$ cat src/sv/ps2kd_pkg.sv
// Package for the PS/2 scan code set 2 key decoder: widths, prefix codes,
// key codes and the two scan-code lookup tables. No dependencies.
package ps2kd_pkg;

   localparam int SCAN_W     = 8;
   localparam int KEY_CODE_W = 5;

   localparam logic [SCAN_W-1:0] PREFIX_EXT = 8'hE0;
   localparam logic [SCAN_W-1:0] PREFIX_REL = 8'hF0;

   localparam logic [KEY_CODE_W-1:0] NO_KEY      = 5'd0;
   localparam logic [KEY_CODE_W-1:0] ARROW_UP    = 5'd1;
   localparam logic [KEY_CODE_W-1:0] ARROW_DOWN  = 5'd2;
   localparam logic [KEY_CODE_W-1:0] ARROW_LEFT  = 5'd3;
   localparam logic [KEY_CODE_W-1:0] ARROW_RIGHT = 5'd4;
   localparam logic [KEY_CODE_W-1:0] KEY_A       = 5'd5;
   localparam logic [KEY_CODE_W-1:0] KEY_Z       = 5'd30;

   // Arrow keys; these follow an E0 prefix.
   function automatic logic [KEY_CODE_W-1:0] lookup_extended(input logic [SCAN_W-1:0] b);
      logic [KEY_CODE_W-1:0] k;
      unique case (b)
         8'h75:   k = ARROW_UP;
         8'h72:   k = ARROW_DOWN;
         8'h6B:   k = ARROW_LEFT;
         8'h74:   k = ARROW_RIGHT;
         default: k = NO_KEY;
      endcase
      return k;
   endfunction

   // Letters A..Z map to KEY_A..KEY_Z in alphabet order.
   function automatic logic [KEY_CODE_W-1:0] lookup_normal(input logic [SCAN_W-1:0] b);
      logic [KEY_CODE_W-1:0] k;
      unique case (b)
         8'h1C:   k = 5'd5;
         8'h32:   k = 5'd6;
         8'h21:   k = 5'd7;
         8'h23:   k = 5'd8;
         8'h24:   k = 5'd9;
         8'h2B:   k = 5'd10;
         8'h34:   k = 5'd11;
         8'h33:   k = 5'd12;
         8'h43:   k = 5'd13;
         8'h3B:   k = 5'd14;
         8'h42:   k = 5'd15;
         8'h4B:   k = 5'd16;
         8'h3A:   k = 5'd17;
         8'h31:   k = 5'd18;
         8'h44:   k = 5'd19;
         8'h4D:   k = 5'd20;
         8'h15:   k = 5'd21;
         8'h2D:   k = 5'd22;
         8'h1B:   k = 5'd23;
         8'h2C:   k = 5'd24;
         8'h3C:   k = 5'd25;
         8'h2A:   k = 5'd26;
         8'h1D:   k = 5'd27;
         8'h22:   k = 5'd28;
         8'h35:   k = 5'd29;
         8'h1A:   k = 5'd30;
         default: k = NO_KEY;
      endcase
      return k;
   endfunction

endpackage

$ cat src/sv/ps2_scancode_key_decoder_top.sv
// PS/2 scan code set 2 key decoder, top level: input byte register, prefix
// flags, table lookup and result register. Depends on ps2kd_pkg.
//
//   channel | handshake            | payload                   | beat
//   --------+----------------------+---------------------------+--------------------------
//   req     | req_valid req_ready  | req_scan_byte             | one scan-code byte
//   rsp     | rsp_valid rsp_ready  | rsp_key_code rsp_pressed  | one key event (make/break)
//
// One byte per cycle unless a stalled result holds a keyed byte: a byte waits in
// the input register, where the lookup runs against the prefix flags, and its
// key event is written to the result register when the byte leaves it.
// Reset clears the prefix flags and both valid bits.
// A stalled result holds the input register only when that byte gives a key;
// prefix and unmapped bytes keep flowing.
module ps2_scancode_key_decoder_top (
   input  logic                                clock,
   input  logic                                reset,
   input  logic                                req_valid,
   output logic                                req_ready,
   input  logic [ps2kd_pkg::SCAN_W-1:0]        req_scan_byte,
   output logic                                rsp_valid,
   input  logic                                rsp_ready,
   output logic [ps2kd_pkg::KEY_CODE_W-1:0]    rsp_key_code,
   output logic                                rsp_pressed
);
   import ps2kd_pkg::*;

   logic                  byte_valid_ff, byte_valid_in;
   logic [SCAN_W-1:0]     byte_ff, byte_in;
   logic                  ext_ff, ext_in;
   logic                  rel_ff, rel_in;
   logic                  rsp_valid_ff, rsp_valid_in;
   logic [KEY_CODE_W-1:0] key_ff, key_in;
   logic                  pressed_ff, pressed_in;

   logic                  is_ext, is_rel, has_key, out_free, advance;
   logic [KEY_CODE_W-1:0] key;

   always_comb begin
      is_ext   = (byte_ff == PREFIX_EXT);
      is_rel   = (byte_ff == PREFIX_REL);
      key      = ext_ff ? lookup_extended(byte_ff) : lookup_normal(byte_ff);
      has_key  = !is_ext && !is_rel && (key != NO_KEY);
      out_free = !rsp_valid_ff || rsp_ready;
      advance  = byte_valid_ff && (!has_key || out_free);
   end

   assign req_ready = !byte_valid_ff || advance;

   always_comb begin
      byte_valid_in = byte_valid_ff;
      byte_in       = byte_ff;
      ext_in        = ext_ff;
      rel_in        = rel_ff;
      rsp_valid_in  = rsp_valid_ff;
      key_in        = key_ff;
      pressed_in    = pressed_ff;

      if (advance) begin
         byte_valid_in = 1'b0;
         // Prefixes set their flag and leave the other; anything else clears both.
         ext_in = is_ext || (is_rel && ext_ff);
         rel_in = is_rel || (is_ext && rel_ff);
      end
      if (req_valid && req_ready) begin
         byte_valid_in = 1'b1;
         byte_in       = req_scan_byte;
      end

      if (rsp_ready) begin
         rsp_valid_in = 1'b0;
      end
      if (advance && has_key) begin
         rsp_valid_in = 1'b1;
         key_in       = key;
         pressed_in   = !rel_ff;
      end
   end

   always_ff @(posedge clock) begin
      if (reset) begin
         byte_valid_ff <= 1'b0;
         ext_ff        <= 1'b0;
         rel_ff        <= 1'b0;
         rsp_valid_ff  <= 1'b0;
      end else begin
         byte_valid_ff <= byte_valid_in;
         ext_ff        <= ext_in;
         rel_ff        <= rel_in;
         rsp_valid_ff  <= rsp_valid_in;
      end
      byte_ff    <= byte_in;
      key_ff     <= key_in;
      pressed_ff <= pressed_in;
   end

   assign rsp_valid    = rsp_valid_ff;
   assign rsp_key_code = key_ff;
   assign rsp_pressed  = pressed_ff;

endmodule

$ cat config.mk
export PLATFORM = sky130hd
export DESIGN_NAME = ps2_scancode_key_decoder_top
export DESIGN_NICKNAME = d
export VERILOG_FILES = /design/src/sv/ps2kd_pkg.sv /design/src/sv/ps2_scancode_key_decoder_top.sv
export SDC_FILE = /design/constraint.sdc
export NUM_CORES = 1
export LEC_CHECK = 0
export ABC_AREA = 1
export BUFFER_PORTS_ARGS = -buffer_cell sky130_fd_sc_hd__buf_2
export CAP_MARGIN = 15
export CORE_AREA = 2 2 59 89
export CTS_CLUSTER_SIZE = 30
export DETAILED_ROUTE_END_ITERATION = 7
export DIE_AREA = 0 0 61 91
export GPL_TIMING_DRIVEN = 0
export PLACE_DENSITY_LB_ADDON = 0.08
export SETUP_SLACK_MARGIN = 0.4
export SLEW_MARGIN = 20
export SYNTH_ARGS = -nofsm -noshare
export SYNTH_HDL_FRONTEND = slang
export SYNTH_SLANG_ARGS = --single-unit
$ cat constraint.sdc
create_clock -name clock -period 2.65 [get_ports clock]
set_input_delay 0.53 -clock clock [delete_from_list [all_inputs] [get_ports clock]]
set_output_delay 0.53 -clock clock [all_outputs]
set_load 0.02 [all_outputs]
== Word level (Yosys, flattened, before mapping) ==
Memories as Yosys holds them, arrays and structs flattened. A register that Yosys moved wholly into a read port is not among the register bits.
Index checks and enable logic that the tools add are counted.

* Memory bits (read-only): 640
* Register bits after elaboration: 18
* Memories kept: 1

* Reduce and logical (&&, ||, !) cells: 21
* Multiplexer cells: 8
* Equality and inequality tests: 6

{| class="wikitable"
|+ Memory list
! memory !! depth !! width !! read ports !! clocked after memory_dff !! write ports !! RTL line !! RTL
|-
| (no name shown) || 128 || 5 || 1 || 1 || 0 || ps2kd_pkg.sv:35 || <nowiki>unique case (b)</nowiki>
|}

{| class="wikitable"
|+ Operators by type and width
! operator !! number
|-
| $eq A8 B7 Y1 const B || 4
|-
| $eq A8 B8 Y1 const B || 2
|-
| $pmux W3 S4 || 1
|-
| $mux W5 || 2
|-
| $logic_and A1 B1 Y1 || 7
|-
| $mux W7 || 1
|-
| $logic_not A1 Y1 || 6
|-
| $logic_or A1 B1 Y1 || 5
|-
| $reduce_bool A5 Y1 || 1
|-
| $mux W1 || 4
|-
| $reduce_bool A2 Y1 || 2
|}

== Logic depth before layout (Yosys ltp) ==
* Depth in word-level cells: 11
* Depth in mapped cells: 24
* Mapped depth without buffers: 23

== Worst setup path before layout ==
OpenSTA, ideal clock, no wires.

* Path kind: register to register
* Start point: register byte_ff[1]
* End point: register (tool-made name)
* Arrival time: 2.597 ns
* Buffers on the path: 1
* Setup slack: -0.060 ns
* Cell stages (with the launch flop): 23
* Period minus slack after synthesis: 2.710 ns
* Required time: 2.538 ns
* Cells stage by stage: edfxtp_1 nand2_1 nor2_1 nand2_2 nand2_1 a21oi_2 nand3_2 nand3_4 nand2_8 buf_8 o21ai_0 inv_1 ha_1 nand3_1 nand2_1 nand2_1 nand2_1 nand2_1 nand2_1 nand2_1 nand2_1 nand2_1 nand2_1

{| class="wikitable"
|+ RTL lines
! item !! RTL line !! RTL
|-
| from (decl) || ps2_scancode_key_decoder_top.sv:29 || <nowiki>logic [SCAN_W-1:0] byte_ff, byte_in;</nowiki>
|-
| from (signal assigned) || ps2_scancode_key_decoder_top.sv:92 || <nowiki>byte_ff <= byte_in;</nowiki>
|}

==> flow_summary.json <==
{
  "hold_class": "in -> reg",
  "fill_cells": 478,
  "final_cells": 332,
  "post_drt_wl_per_cell_um": 11.98,
  "synth.net_count": 238,
  "cts_buffers": 3,
  "route.detailed.drc": 0,
  "antenna_left": 0,
  "dp_hpwl_um": 2968,
  "power_mw": 0.9213,
  "nNetsFinal": 286,
  "syn_to_final_growth_pct": 39.08,
  "grt_overflow_total": 0,
  "viasPerCell": 4.651,
  "ios": 20,
  "grt_pass1_wl_um": 6748,
  "powerDensity_nw_per_um2": 414.6,
  "clk_path_buf_depth": 2,
  "drive_above_1_share": 0.4023,
  "rsz0062_at_grt": "true",
  "yosysSeqAreaShare": 0.3759,
  "crit_family": "simple AND/OR/NAND/NOR gates",
  "relSlewSlack": 0.7834,
  "die_x_um": 61,
  "postCtsHoldBufs": 0,
  "wirelength_um": 3977,
  "portBuffers": 19,
  "criticalPathCategory": "reg -> reg",
  "cts_num_sinks": 23,
  "critical_path.cell_chain": "nand2_1, nor2_2, nand2_2, nand2_2, a21oi_2, nand3_2, nand3_4, nand2_8, buf_12, o21ai_4, inv_4, ha_4, nand3_4, nand2_4, nand2_2, nand2_1, nand2_1, nand2_1, nand2_1, nand2_1, nand2_1, nand2_1",
  "slowest_delay_ns": 0.50,
  "clock.fmax_mhz": 388.7,
  "clk_pin_slew_ns": 0.09,
  "track_usage": 0.1599,
  "crit_required_ns": 2.81,
  "drtIter0Drc": 29,
  "drt-pass1-iter-count": 4,
  "fp-row-count": 31,
  "n_antenna_cell": 0,
  "layout_common_cells": "71 x nand2_1, 22 x buf_4, 19 x buf_2",
  "max_cap_violations": 0,
  "die-area_um2": 5551,
  "setup_violations": 0,
  "cpMaxStageDelayCell": "edfxtp_1",
  "antenna_found_initial": 0,
  "status": "finished clean",
  "grt_pass1_vias": 1574,
  "cp_data_arrival_time_ns": 2.73,
  "final_common_cell": "nand2_1",
  "vias": 1544,
  "initial_utilization": 0.3349,
  "clk_latency_ns": 0.27,
  "fp.dieH_um": 91,
  "grt_max_degree": 13,
  "coreArea_um2": 4771,
  "ys.warnings.count": 0,
  "syn_inst": 219,
  "hold_viol": 0,
  "worstMarginPinSlew_ns": 0.3248,
  "start_kind": "flip-flop",
  "synth-seq-cells": 23,
  "regArea_um2": 600.6,
  "setup_tns_ns": 0,
  "cts-root-buf": "clkbuf_8",
  "finalWeightedCongestion": 0.8660,
  "post-route-min-period_ns": 2.573,
  "p_leak_nw": 1.058,
  "finalCritPeriodShare": 0.9709,
  "crit_buf_inv": 2,
  "syn-mean-instance-area_um2": 7.296,
  "multi_input_area_um2": 1070,
  "slew_viol_final": 0,
  "h-tree-depth": 1,
  "path_max_fanout": 7,
  "finClkSkew_ns": 0.01291,
  "netlist_area_um2": 1598,
  "yosysUniqueCellTypes": 25,
  "peakVddDrop_v": 0.0001395,
  "cpMostUsedCell": "nand2_1",
  "cp-end-kind": "flip-flop",
  "cts_tree": "yes",
  "fin_area_um2": 2222,
  "placed_area_um2": 1837,
  "place_inst": 304
}
-- repair_timing --
item | 4_1_cts | 5_1_grt
setup endpoints to repair | 6 | 12
hold endpoints to repair | 0 | 0
buffers inserted | 19 | 5
pin swaps | 13 | 8
gates resized for setup | 21 | 17
-- through the flow --
step	worst slack (ns)	utilization	hold WS [ns]
floorplan	0.2350	-	0.4269
global placement	-0.2082	0.3850	0.4483
detailed placement	-0.1962	0.3850	0.4437
CTS	0.1091	0.4458	0.4410
global route	-0.09937	0.4658	0.4356
finish	0.07701	0.4658	0.4447
-- layout make-up --
cell class                 instances  share of cell area
buffer                             2             0.01239
tap                               66             0.03716
inverter                          27             0.04955
clock buffer                       4             0.02027
timing repair buffer              43              0.1289
sequential                        23              0.2703
multi-input combinational        167              0.4814
-- final timing paths --
path                         start     endpoint  slack [ns]  cells after the start
setup / recovery        byte_ff[0]    flip-flop        0.08                     22
hold reg to reg             rel_ff  rsp_pressed        0.46                      1
hold / removal    req_scan_byte[7]   byte_ff[7]        0.44                      1
setup reg to reg        byte_ff[0]    flip-flop        0.08                     22
-- layer usage --
metal,vias to the layer above,wire [um],track usage
met3,11,64,0.01282
met1,714,1551,0.1578
met2,27,2235,0.3082
met5,-,0,0
met4,0,126,0.07790
li1,792,-,-
-- where the power goes --
group | internal [mW] | switching [mW]
Combinational | 0.119 | 0.172
Sequential | 0.402 | 0.0123
Clock | 0.107 | 0.108
Total | 0.629 | 0.292
-- logic make-up after synthesis --
family,synth area share
AO/OA/AOI/OAI,0.06421
AND/OR/NAND/NOR,0.4260
adder cells (fa/ha/maj),0.05481
buffers and inverters,0.07909
flip-flops,0.3759
-- cell usage after synthesis (all sizes together) --
library cell,count,area [um^2]
buf,2,22.52
inv,27,103.9
edfxtp,14,420.4
dfxtp,9,180.2
nand3,24,142.6
nand2,94,419.2
o21ai,11,70.06
ha,7,87.58
nand4,3,18.77
nor2,20,80.07
a21oi,5,32.53
nor3b,2,15.01
nor3,1,5.000
Note: power is estimated with default switching activity, not from simulation.
